==> config.mk <==
export PLATFORM = sky130hd
export DESIGN_NAME = i2c_master_register_transfer_unit
export DESIGN_NICKNAME = d
export VERILOG_FILES = /design/src/rtl/i2cmrt_pkg.sv /design/src/rtl/i2cmrt_front.sv /design/src/rtl/i2cmrt_seq.sv /design/src/rtl/i2c_master_register_transfer_unit.sv
export SDC_FILE = /design/constraint.sdc
export NUM_CORES = 1
export LEC_CHECK = 0
export ABC_AREA = 1
export BUFFER_PORTS_ARGS = -buffer_cell sky130_fd_sc_hd__buf_4
export CAP_MARGIN = 10
export CORE_AREA = 10 10 161 163
export DETAILED_ROUTE_END_ITERATION = 8
export DIE_AREA = 0 0 171 173
export PLACE_DENSITY = 0.79
export REMOVE_ABC_BUFFERS = 1
export SLEW_MARGIN = 5
export SYNTH_ARGS = -nofsm -noshare
export SYNTH_HDL_FRONTEND = slang
export SYNTH_SLANG_ARGS = --single-unit
==> constraint.sdc <==
create_clock -name clk -period 4.3 [get_ports clk]
set_input_delay 0.43 -clock clk [delete_from_list [all_inputs] [get_ports clk]]
set_output_delay 0.43 -clock clk [all_outputs]
set_load 0.05 [all_outputs]
==> src/rtl/i2cmrt_pkg.sv <==
// Package for the I2C register transfer unit: item structs, step and stage codes.
// No dependencies.
package i2cmrt_pkg;

	localparam int AckTimeoutTicks = 250;
	localparam int PostGapTicks    = 10;
	localparam int QueueDepth      = 2;

	typedef enum logic [1:0] {
		ACT_TICK   = 2'd0,
		ACT_BEGIN  = 2'd1,
		ACT_SUPPLY = 2'd2,
		ACT_NONE   = 2'd3
	} action_t;

	typedef enum logic [2:0] {
		OP_WR8 = 3'd0, OP_WR16 = 3'd1, OP_BWR = 3'd2,
		OP_RD8 = 3'd3, OP_RD16 = 3'd4, OP_BRD = 3'd5
	} op_code_t;

	typedef enum logic [5:0] {
		S_IDLE, S_ST1, S_ST2, S_ST3, S_ST4, S_TXS, S_TXA, S_TXB, S_TXC,
		S_AW1, S_APOLL, S_AW2, S_RXS, S_RXA, S_RXB, S_RXC,
		S_AK1, S_AK2, S_AK3, S_AK4, S_AK5, S_WAITB,
		S_SP1, S_SP2, S_SP3, S_SP4, S_GAP
	} step_t;

	typedef enum logic [2:0] {
		G_ADDRW, G_REG, G_DHI, G_DLO, G_BURST, G_ADDRR, G_DATAR
	} stage_t;

	typedef enum logic [0:0] {
		CFG_DEVICE_ADDRESS = 1'd0,
		CFG_PHASE_LENGTH   = 1'd1
	} cfg_index_t;

	typedef struct packed {
		logic [1:0]  action;
		logic        sda_sample;
		logic [2:0]  operation;
		logic [7:0]  register_index;
		logic [15:0] write_value;
		logic [15:0] burst_length;
	} in_item_t;

	typedef struct packed {
		logic        scl_level;
		logic        sda_release;
		logic        busy_res;
		logic        need_write_byte;
		logic        byte_valid;
		logic [7:0]  read_byte;
		logic        done_res;
		logic        status;
		logic [15:0] read_value;
	} out_item_t;

	// Classified command handed from the front to the sequencer
	typedef struct packed {
		action_t     action;
		logic        sda_sample;
		logic        op_ok;
		logic [2:0]  operation;
		logic [7:0]  register_index;
		logic [15:0] write_value;
		logic [15:0] burst_length;
	} cmd_t;

endpackage

==> src/rtl/i2cmrt_front.sv <==
// Front end: accepts input items, classifies them and queues commands.
// Depends on i2cmrt_pkg.
module i2cmrt_front (
	input  logic                  clk,
	input  logic                  arst_n,
	input  logic                  in_valid,
	output logic                  in_stall,
	input  i2cmrt_pkg::in_item_t  in_data,
	output logic                  cmd_valid,
	input  logic                  cmd_take,
	output i2cmrt_pkg::cmd_t      cmd
);
	import i2cmrt_pkg::*;

	cmd_t       fifo_q [QueueDepth];
	logic       wr_ptr_q, rd_ptr_q;
	logic [1:0] count_q;
	logic       push, pop;
	cmd_t       classified;

	// Classify the item: decode action and check the operation code
	always_comb begin
		classified.action         = action_t'(in_data.action);
		classified.sda_sample     = in_data.sda_sample;
		classified.op_ok          = (in_data.operation <= OP_BRD);
		classified.operation      = in_data.operation;
		classified.register_index = in_data.register_index;
		classified.write_value    = in_data.write_value;
		classified.burst_length   = in_data.burst_length;
	end

	assign in_stall  = (count_q == 2'(QueueDepth));
	assign push      = in_valid && !in_stall;
	assign pop       = cmd_valid && cmd_take;
	assign cmd_valid = (count_q != 2'd0);
	assign cmd       = fifo_q[rd_ptr_q];

	// Hold queued commands
	always_ff @(posedge clk) begin
		if (push) fifo_q[wr_ptr_q] <= classified;
	end

	// Advance pointers and fill count
	always_ff @(posedge clk or negedge arst_n) begin
		if (!arst_n) begin
			wr_ptr_q <= 1'b0;
			rd_ptr_q <= 1'b0;
			count_q  <= 2'd0;
		end else begin
			if (push) wr_ptr_q <= ~wr_ptr_q;
			if (pop)  rd_ptr_q <= ~rd_ptr_q;
			count_q <= count_q + 2'(push) - 2'(pop);
		end
	end

	assert property (@(posedge clk) disable iff (!arst_n)
		count_q <= 2'(QueueDepth)) else $error("queue overfilled");
	assert property (@(posedge clk) disable iff (!arst_n)
		(count_q == 2'd0) |-> !pop) else $error("pop from empty queue");
	assert property (@(posedge clk) disable iff (!arst_n)
		(push && !pop) |=> (count_q == $past(count_q) + 2'd1))
		else $error("fill count lost a push");
endmodule

==> src/rtl/i2cmrt_seq.sv <==
// Back end: registered bus sequencer; one command per cycle unless stalled.
// Depends on i2cmrt_pkg.
module i2cmrt_seq (
	input  logic                  clk,
	input  logic                  arst_n,
	input  logic                  cmd_valid,
	output logic                  cmd_take,
	input  i2cmrt_pkg::cmd_t      cmd,
	input  logic [6:0]            device_address,
	input  logic [15:0]           phase_length,
	output logic                  out_valid,
	input  logic                  out_stall,
	output i2cmrt_pkg::out_item_t out_data
);
	import i2cmrt_pkg::*;

	step_t       step_q, step_d;
	stage_t      stage_q, stage_d;
	logic [15:0] timer_q, timer_d;
	logic [3:0]  bits_q, bits_d;
	logic [7:0]  shift_q, shift_d;
	logic [7:0]  wait_q, wait_d;
	logic [15:0] left_q, left_d;
	logic [2:0]  op_q, op_d;
	logic [7:0]  reg_q, reg_d;
	logic [15:0] val_q, val_d;
	logic [15:0] acc_q, acc_d;
	logic        tout_q, tout_d;
	out_item_t   res, out_q;
	logic        out_valid_q;
	logic [15:0] limit, timer_inc;
	logic        phase_end;

	assign cmd_take  = cmd_valid && (!out_valid_q || !out_stall);
	assign out_valid = out_valid_q;
	assign out_data  = out_q;

	// Hold state registers
	always_ff @(posedge clk or negedge arst_n) begin
		if (!arst_n) begin
			step_q  <= S_IDLE;
			stage_q <= G_ADDRW;
			timer_q <= '0;
			bits_q  <= '0;
			shift_q <= '0;
			wait_q  <= '0;
			left_q  <= '0;
			op_q    <= '0;
			reg_q   <= '0;
			val_q   <= '0;
			acc_q   <= '0;
			tout_q  <= 1'b0;
			out_valid_q <= 1'b0;
		end else begin
			if (cmd_take) begin
				step_q  <= step_d;
				stage_q <= stage_d;
				timer_q <= timer_d;
				bits_q  <= bits_d;
				shift_q <= shift_d;
				wait_q  <= wait_d;
				left_q  <= left_d;
				op_q    <= op_d;
				reg_q   <= reg_d;
				val_q   <= val_d;
				acc_q   <= acc_d;
				tout_q  <= tout_d;
			end
			if (cmd_take) out_valid_q <= 1'b1;
			else if (!out_stall) out_valid_q <= 1'b0;
		end
	end

	// Register the result item
	always_ff @(posedge clk) begin
		if (cmd_take) out_q <= res;
	end

	assign limit     = (step_q == S_GAP) ? 16'(PostGapTicks)
	                 : ((phase_length == 16'd0) ? 16'd1 : phase_length);
	assign timer_inc = timer_q + 16'd1;
	assign phase_end = (timer_inc >= limit);

	// Next state and result
	always_comb begin
		logic       sb;
		logic       ab;
		logic       done;
		logic [15:0] ldec;
		step_d = step_q; stage_d = stage_q; timer_d = timer_q; bits_d = bits_q;
		shift_d = shift_q; wait_d = wait_q; left_d = left_q; op_d = op_q;
		reg_d = reg_q; val_d = val_q; acc_d = acc_q; tout_d = tout_q;
		done = 1'b0;
		ldec = left_q - 16'd1;
		res = '0;

		// Drive levels of the phase in force
		sb = shift_q[7];
		ab = !(left_q > 16'd1);
		res.scl_level = 1'b1; res.sda_release = 1'b1;
		case (step_q)
			S_ST3, S_SP3: begin res.scl_level = 1'b1; res.sda_release = 1'b0; end
			S_ST4, S_SP2: begin res.scl_level = 1'b0; res.sda_release = 1'b0; end
			S_TXA, S_TXC: begin res.scl_level = 1'b0; res.sda_release = sb; end
			S_TXB:        begin res.scl_level = 1'b1; res.sda_release = sb; end
			S_TXS, S_AW2, S_RXS, S_RXA, S_AK1, S_WAITB, S_SP1: begin
				res.scl_level = 1'b0; res.sda_release = 1'b1;
			end
			S_AK2, S_AK4, S_AK5: begin res.scl_level = 1'b0; res.sda_release = ab; end
			S_AK3:        begin res.scl_level = 1'b1; res.sda_release = ab; end
			default: ;
		endcase

		case (cmd.action)
			ACT_BEGIN: begin
				if (step_q == S_IDLE && cmd.op_ok) begin
					op_d = cmd.operation; reg_d = cmd.register_index;
					val_d = cmd.write_value; left_d = cmd.burst_length;
					acc_d = '0; tout_d = 1'b0; stage_d = G_ADDRW;
					wait_d = '0; bits_d = '0; shift_d = '0;
					step_d = S_ST1; timer_d = '0;
				end
			end
			ACT_SUPPLY: begin
				if (step_q == S_WAITB) begin
					left_d = ldec; shift_d = cmd.write_value[7:0]; bits_d = '0;
					step_d = S_TXS; timer_d = '0;
				end
			end
			ACT_TICK: begin
				if (step_q == S_IDLE || step_q == S_WAITB) begin
				end else if (step_q == S_APOLL) begin
					if (!cmd.sda_sample) begin step_d = S_AW2; timer_d = '0; end
					else if (wait_q >= 8'(AckTimeoutTicks)) begin
						tout_d = 1'b1; step_d = S_SP1; timer_d = '0;
					end else wait_d = wait_q + 8'd1;
				end else if (!phase_end) begin
					timer_d = timer_inc;
				end else begin
					timer_d = '0;
					case (step_q)
						S_ST1: step_d = S_ST2;
						S_ST2: step_d = S_ST3;
						S_ST3: step_d = S_ST4;
						S_ST4: begin
							shift_d = {device_address, stage_q == G_ADDRR};
							bits_d = '0; step_d = S_TXS;
						end
						S_TXS: step_d = S_TXA;
						S_TXA: step_d = S_TXB;
						S_TXB: step_d = S_TXC;
						S_TXC: begin
							shift_d = {shift_q[6:0], 1'b0};
							bits_d = bits_q + 4'd1;
							if (bits_q + 4'd1 >= 4'd8) begin wait_d = '0; step_d = S_AW1; end
							else step_d = S_TXA;
						end
						S_AW1: step_d = S_APOLL;
						S_AW2: begin
							case (stage_q)
								G_ADDRW: begin
									stage_d = G_REG; shift_d = reg_q; bits_d = '0;
									step_d = S_TXS;
								end
								G_REG: begin
									if (op_q == OP_WR8) begin
										stage_d = G_DLO; shift_d = val_q[7:0]; bits_d = '0;
										step_d = S_TXS;
									end else if (op_q == OP_WR16) begin
										stage_d = G_DHI; shift_d = val_q[15:8]; bits_d = '0;
										step_d = S_TXS;
									end else if (op_q == OP_BWR) begin
										stage_d = G_BURST;
										step_d = (left_q == 16'd0) ? S_SP1 : S_WAITB;
									end else begin
										stage_d = G_ADDRR; step_d = S_ST1;
									end
								end
								G_DHI: begin
									stage_d = G_DLO; shift_d = val_q[7:0]; bits_d = '0;
									step_d = S_TXS;
								end
								G_BURST: step_d = (left_q == 16'd0) ? S_SP1 : S_WAITB;
								G_ADDRR: begin
									logic [15:0] nl;
									nl = left_q;
									if (op_q == OP_RD8) nl = 16'd1;
									else if (op_q == OP_RD16) nl = 16'd2;
									left_d = nl; acc_d = '0;
									if (nl == 16'd0) step_d = S_SP1;
									else begin stage_d = G_DATAR; step_d = S_RXS; end
								end
								default: step_d = S_SP1;
							endcase
						end
						S_RXS: begin bits_d = '0; shift_d = '0; step_d = S_RXA; end
						S_RXA: step_d = S_RXB;
						S_RXB: begin shift_d = {shift_q[6:0], cmd.sda_sample}; step_d = S_RXC; end
						S_RXC: begin
							bits_d = bits_q + 4'd1;
							step_d = (bits_q + 4'd1 >= 4'd8) ? S_AK1 : S_RXA;
						end
						S_AK1: step_d = S_AK2;
						S_AK2: step_d = S_AK3;
						S_AK3: step_d = S_AK4;
						S_AK4: step_d = S_AK5;
						S_AK5: begin
							acc_d = {acc_q[7:0], shift_q};
							if (op_q == OP_BRD) begin res.byte_valid = 1'b1; res.read_byte = shift_q; end
							left_d = ldec;
							step_d = (ldec == 16'd0) ? S_SP1 : S_RXS;
						end
						S_SP1: step_d = S_SP2;
						S_SP2: step_d = S_SP3;
						S_SP3: step_d = S_SP4;
						S_SP4: begin
							if (!tout_q && (op_q == OP_WR8 || op_q == OP_RD8) && PostGapTicks > 0)
								step_d = S_GAP;
							else begin done = 1'b1; step_d = S_IDLE; end
						end
						default: begin done = 1'b1; step_d = S_IDLE; end
					endcase
				end
				if (done) begin
					res.status = tout_d;
					if (op_q == OP_RD8) res.read_value = tout_d ? 16'h00FF : {8'd0, acc_d[7:0]};
					else if (op_q == OP_RD16) res.read_value = tout_d ? 16'hFFFF : acc_d;
				end
			end
			default: ;
		endcase
		res.busy_res        = (step_d != S_IDLE);
		res.need_write_byte = (step_d == S_WAITB);
		res.done_res        = done;
	end

	assert property (@(posedge clk) disable iff (!arst_n)
		(out_valid && out_data.done_res) |-> !out_data.busy_res)
		else $error("done while busy");
	assert property (@(posedge clk) disable iff (!arst_n)
		(out_valid && out_data.need_write_byte) |-> out_data.busy_res)
		else $error("waiting for a byte while idle");
	assert property (@(posedge clk) disable iff (!arst_n)
		(out_valid && out_stall) |=> out_valid) else $error("result dropped");
endmodule

==> src/rtl/i2c_master_register_transfer_unit.sv <==
// I2C master register transfer unit: one bus tick per item, one result per item.
// Path: each item passes through the queue, then the output register, before its result is presented.
// Throughput: one item per cycle while the output is not stalled.
// Reset: asynchronous, active low; bus idle, device_address 0, phase_length 5.
// Depends on i2cmrt_pkg, i2cmrt_front and i2cmrt_seq.
module i2c_master_register_transfer_unit (
	input  logic                  clk,
	input  logic                  arst_n,
	input  logic                  in_valid,
	output logic                  in_stall,
	input  i2cmrt_pkg::in_item_t  in_data,
	output logic                  out_valid,
	input  logic                  out_stall,
	output i2cmrt_pkg::out_item_t out_data,
	input  logic                  cfg_valid,
	output logic                  cfg_ready,
	input  logic [0:0]            cfg_index,
	input  logic [15:0]           cfg_data
);
	import i2cmrt_pkg::*;

	logic [6:0]  dev_addr_q;
	logic [15:0] phase_len_q;
	logic        cmd_valid, cmd_take;
	cmd_t        cmd;

	assign cfg_ready = 1'b1;

	// Hold configuration registers
	always_ff @(posedge clk or negedge arst_n) begin
		if (!arst_n) begin
			dev_addr_q  <= 7'd0;
			phase_len_q <= 16'd5;
		end else if (cfg_valid && cfg_ready) begin
			case (cfg_index)
				CFG_DEVICE_ADDRESS: dev_addr_q  <= cfg_data[6:0];
				CFG_PHASE_LENGTH:   phase_len_q <= cfg_data;
				default: ;
			endcase
		end
	end

	i2cmrt_front u_front (
		.clk(clk), .arst_n(arst_n),
		.in_valid(in_valid), .in_stall(in_stall), .in_data(in_data),
		.cmd_valid(cmd_valid), .cmd_take(cmd_take), .cmd(cmd)
	);

	i2cmrt_seq u_seq (
		.clk(clk), .arst_n(arst_n),
		.cmd_valid(cmd_valid), .cmd_take(cmd_take), .cmd(cmd),
		.device_address(dev_addr_q), .phase_length(phase_len_q),
		.out_valid(out_valid), .out_stall(out_stall), .out_data(out_data)
	);
endmodule

=== Yosys cells after proc, flatten, opt, wreduce, memory -nomap -nowiden ===
Memory sizes are Yosys's and may differ from the RTL's.
Index checks and enable logic that the tools add are counted.

* Bits in writable memories: 94
* Output and inout port bits: 34
* Register bits: 164
* Input bits: 68
* Memories: 1

{| class="wikitable"
|+ Memory list
! name !! words !! width !! rd ports !! clocked after memory_dff !! write ports !! line !! source
|-
| u_front.fifo_q || 2 || 47 || 1 || 0 || 1 || i2cmrt_front.sv:15 || <nowiki>cmd_t fifo_q [QueueDepth];</nowiki>
|}

* Mux-type cells: 113
* Order comparisons: 5
* $add $sub $neg: 6
* Bitwise logic cells: 7
* Equal/unequal tests: 61
* Reduce and logical (&&, ||, !) cells: 47

{| class="wikitable"
|+ Operators by type and width
! cell !! count
|-
| 16-bit two-way mux || 30
|-
| 6-bit case mux with 23 select lines || 1
|-
| 8-bit two-way mux || 15
|-
| 16-bit case mux with 2 select lines || 3
|-
| 16-bit case mux with 3 select lines || 2
|-
| 6-bit by 5-bit equality test with 1-bit output (second input constant) || 12
|-
| 16-bit zero test || 4
|-
| 6-bit two-way mux || 10
|-
| 6-bit by 4-bit equality test with 1-bit output (second input constant) || 8
|-
| 8-bit case mux with 3 select lines || 2
|-
| 8-bit case mux with 5 select lines || 1
|-
| 4-bit two-way mux || 8
|-
| 9-bit AND reduction || 3
|-
| 6-bit by 3-bit equality test with 1-bit output (second input constant) || 4
|-
| 3-bit two-way mux || 8
|-
| 4-bit case mux with 3 select lines || 2
|-
| 6-bit case mux with 4 select lines || 1
|-
| 22-bit OR reduction || 1
|-
| 5-bit two-way mux || 4
|-
| 10-bit AND reduction || 2
|-
| 6-bit case mux with 3 select lines || 1
|-
| 16-bit by 1-bit adder with 16-bit output (second input constant) || 1
|-
| 16-bit greater-or-equal comparator || 1
|-
| 16-bit by 1-bit greater-than comparator with 1-bit output (second input constant) || 1
|-
| 52 further kinds || 114
|}

=== Depth between registers and ports, before layout ===
Gate-level depths: netlist of run 1.

* Depth in word-level cells: 18
* Gate-level depth with buffers: 32
* Depth with buffers taken out: 31

=== Cells and area by module ===
A second synthesis of run 1 with hierarchy kept.

* Cell total of the unflattened synthesis: 1,624
* Area total of the unflattened synthesis: 13,621.8 um^2

{| class="wikitable"
|+ By module, submodules not included
! module !! times used !! seq. area each (um^2) !! cells an instance !! area each (um^2)
|-
| i2cmrt_seq || 1 || 3,583.4 || 1,242 || 9,012.4
|-
| i2cmrt_front || 1 || 2,922.8 || 279 || 3,646.0
|-
| i2c_master_register_transfer_unit || 1 || 578.1 || 103 || 963.4
|}

=== Worst setup path before layout of run 1 ===
No wires, ideal clock.

* Kind: register to register
* Start: register u_seq.timer_q[0]
* End: register u_seq.wait_q[5]
* Arrival: 3.673 ns
* Required time: 4.180 ns
* Cell stages (with the launch flop): 32
* Path slack: 0.507 ns
* Clock period less this slack: 3.793 ns
* Path through: dfrtp_1 > nand2_1 > nor2_1 > nand4_1 > nor2_1 > inv_1 > nor2_1 > inv_1 > nor2_1 > inv_1 > nor2_1 > nand3_1 > nor2_1 > nand2_1 > xor2_1 > inv_1 > ha_1 > nand2_1 > inv_1 > nand3_1 > inv_1 > a21oi_1 > nand3_1 > inv_1 > clkbuf_1 > nand3_1 > nand2_1 > nor2_1 > nand2_1 > o21bai_1 > o211ai_1 > inv_1

* Word-level cells in the longest chain between the ends: 4

{| class="wikitable"
|+ Ends and longest elaborated chain
! what !! line !! source
|-
| from (decl) || i2cmrt_seq.sv:19 || <nowiki>logic [15:0] timer_q, timer_d;</nowiki>
|-
| from (signal assigned) || i2cmrt_seq.sv:58 || <nowiki>timer_q <= timer_d;</nowiki>
|-
| 16-bit by 1-bit adder with 16-bit output || i2cmrt_seq.sv:81 || <nowiki>assign timer_inc = timer_q + 16'd1;</nowiki>
|-
| 16-bit greater-or-equal comparator || i2cmrt_seq.sv:82 || <nowiki>assign phase_end = (timer_inc >= limit);</nowiki>
|-
| 3-bit by 1-bit != test with 1-bit output (no source line) || n/a ||
|-
| 9-bit AND reduction (no source line) || n/a ||
|-
| to (signal assigned) || i2cmrt_seq.sv:61 || <nowiki>wait_q <= wait_d;</nowiki>
|-
| to (decl) || i2cmrt_seq.sv:22 || <nowiki>logic [7:0] wait_q, wait_d;</nowiki>
|}

No other way between the ends.
A chain may end at the register's enable or synchronous reset.

==> results by group, run 1 <==
GRT
  • Tot GR Track Use: 23.0%
  • Total grt overflow: 0
  • Global-route wire length before repair: 56.1 mm
  • Largest net degree at the start of global routing: 72
  • Vias in the first global route: 10.9k
  • Antenna violations before repair: 0

Floorplanning
  • Number of I/O pins: 102
  • Initial core utilization: 59.7%
  • Full die area: 0.0296 mm2
  • # rows: 55
  • Die Y: 173 um
  • Core area: 0.0226 mm2
  • Chip Width: 171 um

Place
  • HPWL after DPL: 24.6 mm
  • Port Buf Inserts: 100
  • Placed cell areas: 0.0146 mm2
  • Routability cong.: 0.955

Route
  • Initial detailed-routing violation count: 1234
  • WL met2: 16.5 mm
  • Met3 WL: 2.73 mm
  • DR WL/cell: 17.7 um
  • DR vias: 11.4k
  • Top layer in use: met4
  • Drt total wl: 34.8 mm
  • Drt first pass iters: 6
  • Drt drc: 0
  • Vias per cell: 5.78
  • Met1 wire length: 14.9 mm
  • DRT antenna net count: 0

Clock tree
  • CTS Hold Buffers Added: 0
  • CTS tree: done
  • Clk slew on worst S/H paths: 0.06 ns
  • Root Buffer: clkbuf_16
  • Total CTS buffers: 26
  • Clk sinks: 258
  • Clk_lat worst skew: 0.55 ns
  • CTS max path bufs: 3
  • Clock H-tree levels: 1

Outcome
  • Status: complete, but fails checks
  • Violated checks: negative hold slack

STA
  • Slew Viols, Final: 0
  • Setup violations, final: 0
  • Part of the cycle the worst path needs: 95.9%
  • Transition time of the tightest slew-check pin: 0.971 ns
  • Rel. slew slack: 35.3%
  • RSZ-0062 raised after global routing: true
  • WHS: -0.00501 ns
  • TNS Setup: 0 ns
  • Fmax achieved: 243 MHz
  • Hold Violations, Final: 2
  • Worst-case clock skew: 0.0149 ns
  • Post-layout min period: 4.12 ns

Critical path
  • Most used cell, CP: nand2_1
  • Crit path DAT: 4.42 ns
  • Crit path kind: flop to flop
  • CP required: 4.59 ns
  • Critical path's slowest cell: dfrtp_1
  • CP Launch Type: flop
  • Critical path peak fanout: 7
  • Largest stage delay, worst path: 0.39 ns
  • Critical path endpoint category: flop

Run
  • Max-Cap Viols: 0

Yosys
  • Post-synth EDFFs: 125
  • Post-synth top flop: dfrtp_1
  • Synth cell types: 58
  • Synth warnings: 0
  • Async SR Flop Fraction: 51.6%
  • Post-Synthesis Cells: 1556
  • Mapped Avg Cell Area: 8.66 um2
  • Seq cells post-synth: 258
  • Mapped Area: 0.0135 mm2
  • Sequential element share of the synthesized area: 52.6%

Power and ir drop
  • Power Dens Cells: 646 mW/mm2
  • Max VDD drop: 448 uV
  • Pleak: 0.00701 uW

Min path
  • Worst Hold Class: primary input to async pin

Cells and area
  • Antenna cell count: 0
  • Share of layout cells above drive strength 1: 16.8%
  • Area growth syn-to-layout: 16.3%
  • Nets: 1758
  • Fin area: 0.0157 mm2
cells in the mapped netlist, drive strengths merged (2+ instances only):
| library cell | n | share of area, % |
|---|---|---|
| nand3 | 71 | 2.7 |
| mux2i | 6 | 0.45 |
| xnor2 | 2 | 0.13 |
| nor2 | 190 | 5.9 |
| nor3 | 19 | 0.78 |
| ha | 25 | 2.3 |
| a211oi | 3 | 0.17 |
| o221ai | 5 | 0.32 |
| or2 | 3 | 0.14 |
| mux2 | 9 | 0.75 |
| a21oi | 58 | 2.2 |
| o22ai | 30 | 1.9 |
| dfstp | 2 | 0.39 |
| nor4 | 9 | 0.46 |
| xor2 | 12 | 0.78 |
| nand2 | 389 | 11 |
| buf | 20 | 0.89 |
| a32oi | 5 | 0.32 |
| a221oi | 11 | 0.71 |
| edfxtp | 125 | 28 |
| o211ai | 10 | 0.56 |
| a22oi | 13 | 0.72 |
| nand3b | 4 | 0.22 |
| o2111ai | 2 | 0.13 |
| o21ai | 137 | 5.1 |
| nand4 | 14 | 0.76 |
| a31oi | 23 | 1.1 |
| inv | 185 | 5.2 |
| o21a | 3 | 0.17 |
| clkbuf | 31 | 0.86 |
| dfrtp | 131 | 24 |
report_power, final:
part,switching [uW],internal (uW)
logic,2820,1220
clock network,969,1340
registers,470,3320
critical path, delay by kind of cell, from the launching register on:
family	cells	cell delay, ns
DFF	1	0.39
and+or+nand+nor	22	2.25
xor gates and xnor gates	1	0.19
buffers and inverters	8	0.67
adders and majority gates	1	0.27
AOI/OAI and AO/OA	1	0.08
sequential cells by signal (all words and copies together) (netlist names), 16 cells and up:
signal / count
u_seq.out_data: 31
phase_len_q: 16
u_front.fifo_q: 94
u_seq.left_q: 16
u_seq.val_q: 16
u_seq.timer_q: 16
u_seq.acc_q: 16
cell families (layout without fill, tap and decap cells):
group / Yosys count / after routing / share of synthesized area (%)
adders and majority gates: 25 / 25 / 2.32
DFF: 258 / 258 / 52.6
and+or+nand+nor: 700 / 700 / 22.1
muxes: 15 / 15 / 1.20
AOI/OAI and AO/OA: 306 / 306 / 13.9
xor gates and xnor gates: 14 / 14 / 0.910
other: 1 / 1 / 0.0278
buffers and inverters: 237 / 366 / 6.95
worst paths after layout:
path                       cells after the start                    startpoint  slack (ns)                              to
max                                           33  u_seq.timer_q[0]$_DFFE_PN0P_        0.18    u_seq.out_data[28]$_DFFE_PP_
min                                            1                        arst_n      -0.005   u_seq.timer_q[10]$_DFFE_PN0P_
max reg2reg                                   33  u_seq.timer_q[0]$_DFFE_PN0P_        0.18    u_seq.out_data[28]$_DFFE_PP_
min reg2reg                                    1   u_seq.wait_q[7]$_DFFE_PN0P_        0.50     u_seq.wait_q[7]$_DFFE_PN0P_
max in group asynchronous                      2                        arst_n        3.42      phase_len_q[2]$_DFFE_PN1P_
min in group clk                               1                    in_data[6]        0.06  u_front.fifo_q[1][6]$_DFFE_PP_
area by class of cell:
type	instances	area, um2
fill	1765	6900
tap	285	357
multi-input combinational	1061	5650
timing repair buffer	132	1010
clock buffer	34	701
inverter	186	701
clock inverter	14	175
sequential	258	7080
layer usage:
layer	global-route usage, %	vias to the layer above
met5	0	-
met4	6.60	0
met3	3.48	47
met2	36.3	512
met1	32.1	5371
li1	-	5459
per-stage QoR:
stage / worst slack (ns) / hold slack, ns / cells / total power (uW) / util [%]
3_5_place_dp: 0.00628 / 0.480 / 1917 / 7780 / 64.6
4_1_cts: 0.109 / 0.0368 / 1965 / 10100 / 68.5
3_3_place_gp: 0.234 / 0.480 / 1917 / 7670 / 64.6
2_1_floorplan: -0.307 / 0.134 / 1505 / 6460 / -
6_report: 0.177 / -0.00501 / 1970 / 10100 / 69.4
5_1_grt: -0.127 / 0.0327 / 1970 / 10800 / 69.4
layout by cell type, fill, tap and decap left out, types with 4 or more instances in the layout:
cell	Yosys	routed
a22oi_1	13	10
mux2i_1	6	6
nor4_1	8	7
edfxtp_1	125	125
clkinv_1	1	4
o221ai_1	5	5
nand3b_1	4	4
nand4_1	13	13
inv_1	170	165
a32oi_1	5	5
o21ai_0	126	125
o22ai_2	10	10
clkbuf_16	0	26
ha_1	25	23
clkinv_2	0	4
nand3_1	69	62
nand2_2	4	8
o22ai_1	20	20
clkbuf_1	31	6
a221oi_1	11	11
nand3_2	2	6
buf_4	6	130
a21oi_1	57	55
nand2_1	383	378
nor2_1	173	160
nor2_4	7	11
xor2_1	12	12
o211ai_1	10	10
nor3_1	17	16
nor2_2	10	19
o21ai_1	10	11
mux2_2	9	9
inv_2	14	19
dfrtp_1	131	131
a31oi_1	23	23
timing repair:
item | 4_1_cts | 5_1_grt
gates resized for setup | 1 | 46
cloned | 0 | 0
pin swaps | 0 | 14
buffers inserted | 0 | 5
setup endpoints to repair | 2 | 91
Note: power is estimated with default switching activity, not from simulation.
==> inputs of run 2 (changes only) <==
--- a/config.mk
+++ b/config.mk
@@ -9,10 +9,12 @@
 export BUFFER_PORTS_ARGS = -buffer_cell sky130_fd_sc_hd__buf_4
 export CAP_MARGIN = 10
 export CORE_AREA = 10 10 161 163
+export CTS_BUF_LIST = sky130_fd_sc_hd__clkbuf_16
 export DETAILED_ROUTE_END_ITERATION = 8
 export DIE_AREA = 0 0 171 173
 export PLACE_DENSITY = 0.79
 export REMOVE_ABC_BUFFERS = 1
+export SETUP_SLACK_MARGIN = 0.1
 export SLEW_MARGIN = 5
 export SYNTH_ARGS = -nofsm -noshare
 export SYNTH_HDL_FRONTEND = slang
==> run 2 against run 1 <==
The flow still finishes with violations (negative hold slack). Register-to-register slack is essentially flat. Sequential cell count did not move. Utilization up 0.52 points. Fmax shrank 0.34%. Critical path depth is 9 lower. Via count up 0.62%. Critical path type unchanged. Largest power group unchanged. Highest routed layer unchanged.
==> results by group, run 2 (synthesis gave the netlist of run 1 again) <==
Outcome
  • Status: complete, but fails checks (unchanged)
  • Violated checks: negative hold slack (unchanged)

Route
  • Drt total wl: 35.1 mm (was 34.8 mm)
  • Vias per cell: 5.80 (was 5.78)
  • Drt first pass iters: 5 (was 6)
  • DR vias: 11.5k (was 11.4k)
  • DRT antenna net count: 0 (unchanged)
  • DR WL/cell: 17.8 um (was 17.7 um)
  • Drt drc: 0 (unchanged)
  • Initial detailed-routing violation count: 1180 (was 1234)

Power and ir drop
  • Switch Pwr: 4280 uW (was 4260 uW)
  • Sw Ratio: 42.3% (was 42.0%)
  • Comb power frac: 40.2% (was 39.8%)
  • Internal cell power: 5840 uW (was 5880 uW)
  • Max VDD drop: 449 uV (was 448 uV)
  • Power Dens Cells: 641 mW/mm2 (was 646 mW/mm2)
  • Sequential Power Share: 37.5% (was 37.4%)
  • Pleak: 0.00707 uW (was 0.00701 uW)
  • Power Total: 10100 uW (about the same)
  • Clk pwr share: 22.3% (was 22.8%)

GRT
  • Tot GR Track Use: 23.0% (about the same)
  • Antenna violations before repair: 0 (unchanged)
  • Largest net degree at the start of global routing: 72 (unchanged)
  • Vias in the first global route: 10.9k (about the same)
  • Global-route wire length before repair: 56.1 mm (about the same)
  • Total grt overflow: 0 (unchanged)

STA
  • Worst-case clock skew: 0.0171 ns (was 0.0149 ns)
  • Setup violations, final: 0 (unchanged)
  • Transition time of the tightest slew-check pin: 0.982 ns (was 0.971 ns)
  • Fmax achieved: 242 MHz (was 243 MHz)
  • Rel. slew slack: 34.6% (was 35.3%)
  • Post-layout min period: 4.14 ns (was 4.12 ns)
  • Hold Violations, Final: 3 (was 2)
  • WHS: -0.00192 ns (was -0.00501 ns)
  • TNS Setup: 0 ns (unchanged)
  • Part of the cycle the worst path needs: 96.2% (was 95.9%)
  • Slew Viols, Final: 0 (unchanged)

Clock tree
  • CTS max path bufs: 3 (unchanged)
  • Clk slew on worst S/H paths: 0.06 ns (about the same)
  • Clock H-tree levels: 1 (unchanged)
  • Total CTS buffers: 26 (unchanged)
  • Root Buffer: clkbuf_16 (unchanged)
  • CTS tree: done (unchanged)
  • Clk_lat worst skew: 0.55 ns (about the same)
  • Clk sinks: 258 (unchanged)

Place
  • Port Buf Inserts: 100 (unchanged)
  • Placed cells: 1917 (unchanged)
  • Placed cell areas: 0.0146 mm2 (unchanged)
  • Routability cong.: 0.955 (unchanged)
  • HPWL after DPL: 24.6 mm (unchanged)

Cells and area
  • Largest register FFs: 94 (unchanged)
  • Area growth syn-to-layout: 17.2% (was 16.3%)
  • Final Util: 70.0% (was 69.4%)
  • Register Area: 0.00708 mm2 (unchanged)
  • Biggest register: u_front.fifo_q (unchanged)
  • Filler cells: 1745 (was 1765)
  • Most common cell after layout, fill and taps aside: nand2_1 (unchanged)
  • Fin area: 0.0158 mm2 (was 0.0157 mm2)
  • Share of layout cells above drive strength 1: 17.9% (was 16.8%)
  • Area of the multi-input gates: 0.00574 mm2 (was 0.00565 mm2)
  • Antenna cell count: 0 (unchanged)
  • Most frequent cells in the layout: 375 x nand2_1, 167 x inv_1, 159 x nor2_1 (was 378 x nand2_1, 165 x inv_1, 160 x nor2_1)
  • Finished Layout Cells: 1975 (was 1970)
  • Nets: 1763 (was 1758)

Critical path
  • Crit path DAT: 4.42 ns (about the same)
  • CP Launch Type: flop (unchanged)
  • Crit path kind: flop to flop (unchanged)
  • CP required: 4.59 ns (about the same)
  • Reg2reg setup slack: 0.16 ns (was 0.18 ns)
  • Critical path peak fanout: 8 (was 7)
  • Critical path endpoint category: flop (unchanged)

Floorplanning
  • Initial core utilization: 59.7% (unchanged)
  • Chip Width: 171 um (unchanged)
  • Core area: 0.0226 mm2 (unchanged)
  • Number of I/O pins: 102 (unchanged)
  • # rows: 55 (unchanged)
  • Full die area: 0.0296 mm2 (unchanged)
  • Die Y: 173 um (unchanged)

Run
  • Max-Cap Viols: 0 (unchanged)

Min path
  • Worst Hold Class: primary input to async pin (unchanged)
[run 2: cell types whose count changed in the layout (fill, tap and decap cells not counted), sizes merged]
cell and change:
clkbuf -8, buf +5, inv +6, clkinv +2
[run 2: cell type report]
type	count	share of cell area, %
inverters	186	4.44
clock buffers	26	4.12
clock inverters	22	1.30
well taps	285	2.26
multi-input cells	1061	36.4
flip-flops and latches	258	44.9
repair buffers	137	6.64
[run 2: repair_timing]
item                                   in CTS  in global routing
setup endpoints to repair                  17                102
hold buffers                                0                  0
setup buffers                               0                 10
pin swaps                                   0                 24
endpoints found under the hold margin       0                  0
resized for setup                           1                 71
[run 2: final timing paths]
check	start	end	cells after the start
worst max-delay path	u_seq.timer_q[0]$_DFFE_PN0P_	u_seq.out_data[13]$_SDFFCE_PP0P_	24
worst min-delay path	arst_n	u_seq.timer_q[10]$_DFFE_PN0P_	1
worst max register to register	u_seq.timer_q[0]$_DFFE_PN0P_	u_seq.out_data[13]$_SDFFCE_PP0P_	24
worst min register to register	u_seq.wait_q[7]$_DFFE_PN0P_	u_seq.wait_q[7]$_DFFE_PN0P_	1
max in group asynchronous	arst_n	phase_len_q[2]$_DFFE_PN1P_	2
min in group clk	in_data[6]	u_front.fifo_q[1][6]$_DFFE_PP_	1
[run 2: per-layer routing]
metal	routed length, um	GRT usage, %	up-vias
met5	0	0	-
met4	822	6.67	0
met3	2700	3.55	59
met2	16500	36.2	492
met1	15100	32.1	5443
li1	-	-	5466
[run 2: stage by stage]
stage               worst slack (ns)  hold WS (ns)
floorplan                     -0.307         0.134
global placement               0.234         0.480
detailed placement           0.00628         0.480
CTS                            0.109        0.0370
global route                  -0.102        0.0324
finish                         0.163      -0.00192
[run 2: power groups by stage]
stage,combinational (uW),clock [uW],sequential (uW)
floorplan,2330,0,4130
global placement,3870,0,3790
detailed placement,3960,0,3810
CTS,3980,2290,3770
global route,4500,2410,3850
finish,4070,2260,3790
[run 2: critical path: stages, from the launching register on]
cell,delay (ns)
dfrtp_1,0.42
ha_2,0.21
nand2_1,0.08
nor2_2,0.16
nand3_2,0.12
nor2_4,0.13
inv_2,0.05
nor2_2,0.09
nand4_1,0.15
nor4_2,0.34
xor2_1,0.27
inv_1,0.11
ha_4,0.29
nand2_4,0.05
inv_2,0.06
nand3_4,0.07
nor3_4,0.22
nand3_2,0.14
nand3_4,0.15
buf_4,0.13
nand2_2,0.07
inv_2,0.10
nand3_4,0.15
a22oi_2,0.22
a21oi_1,0.09
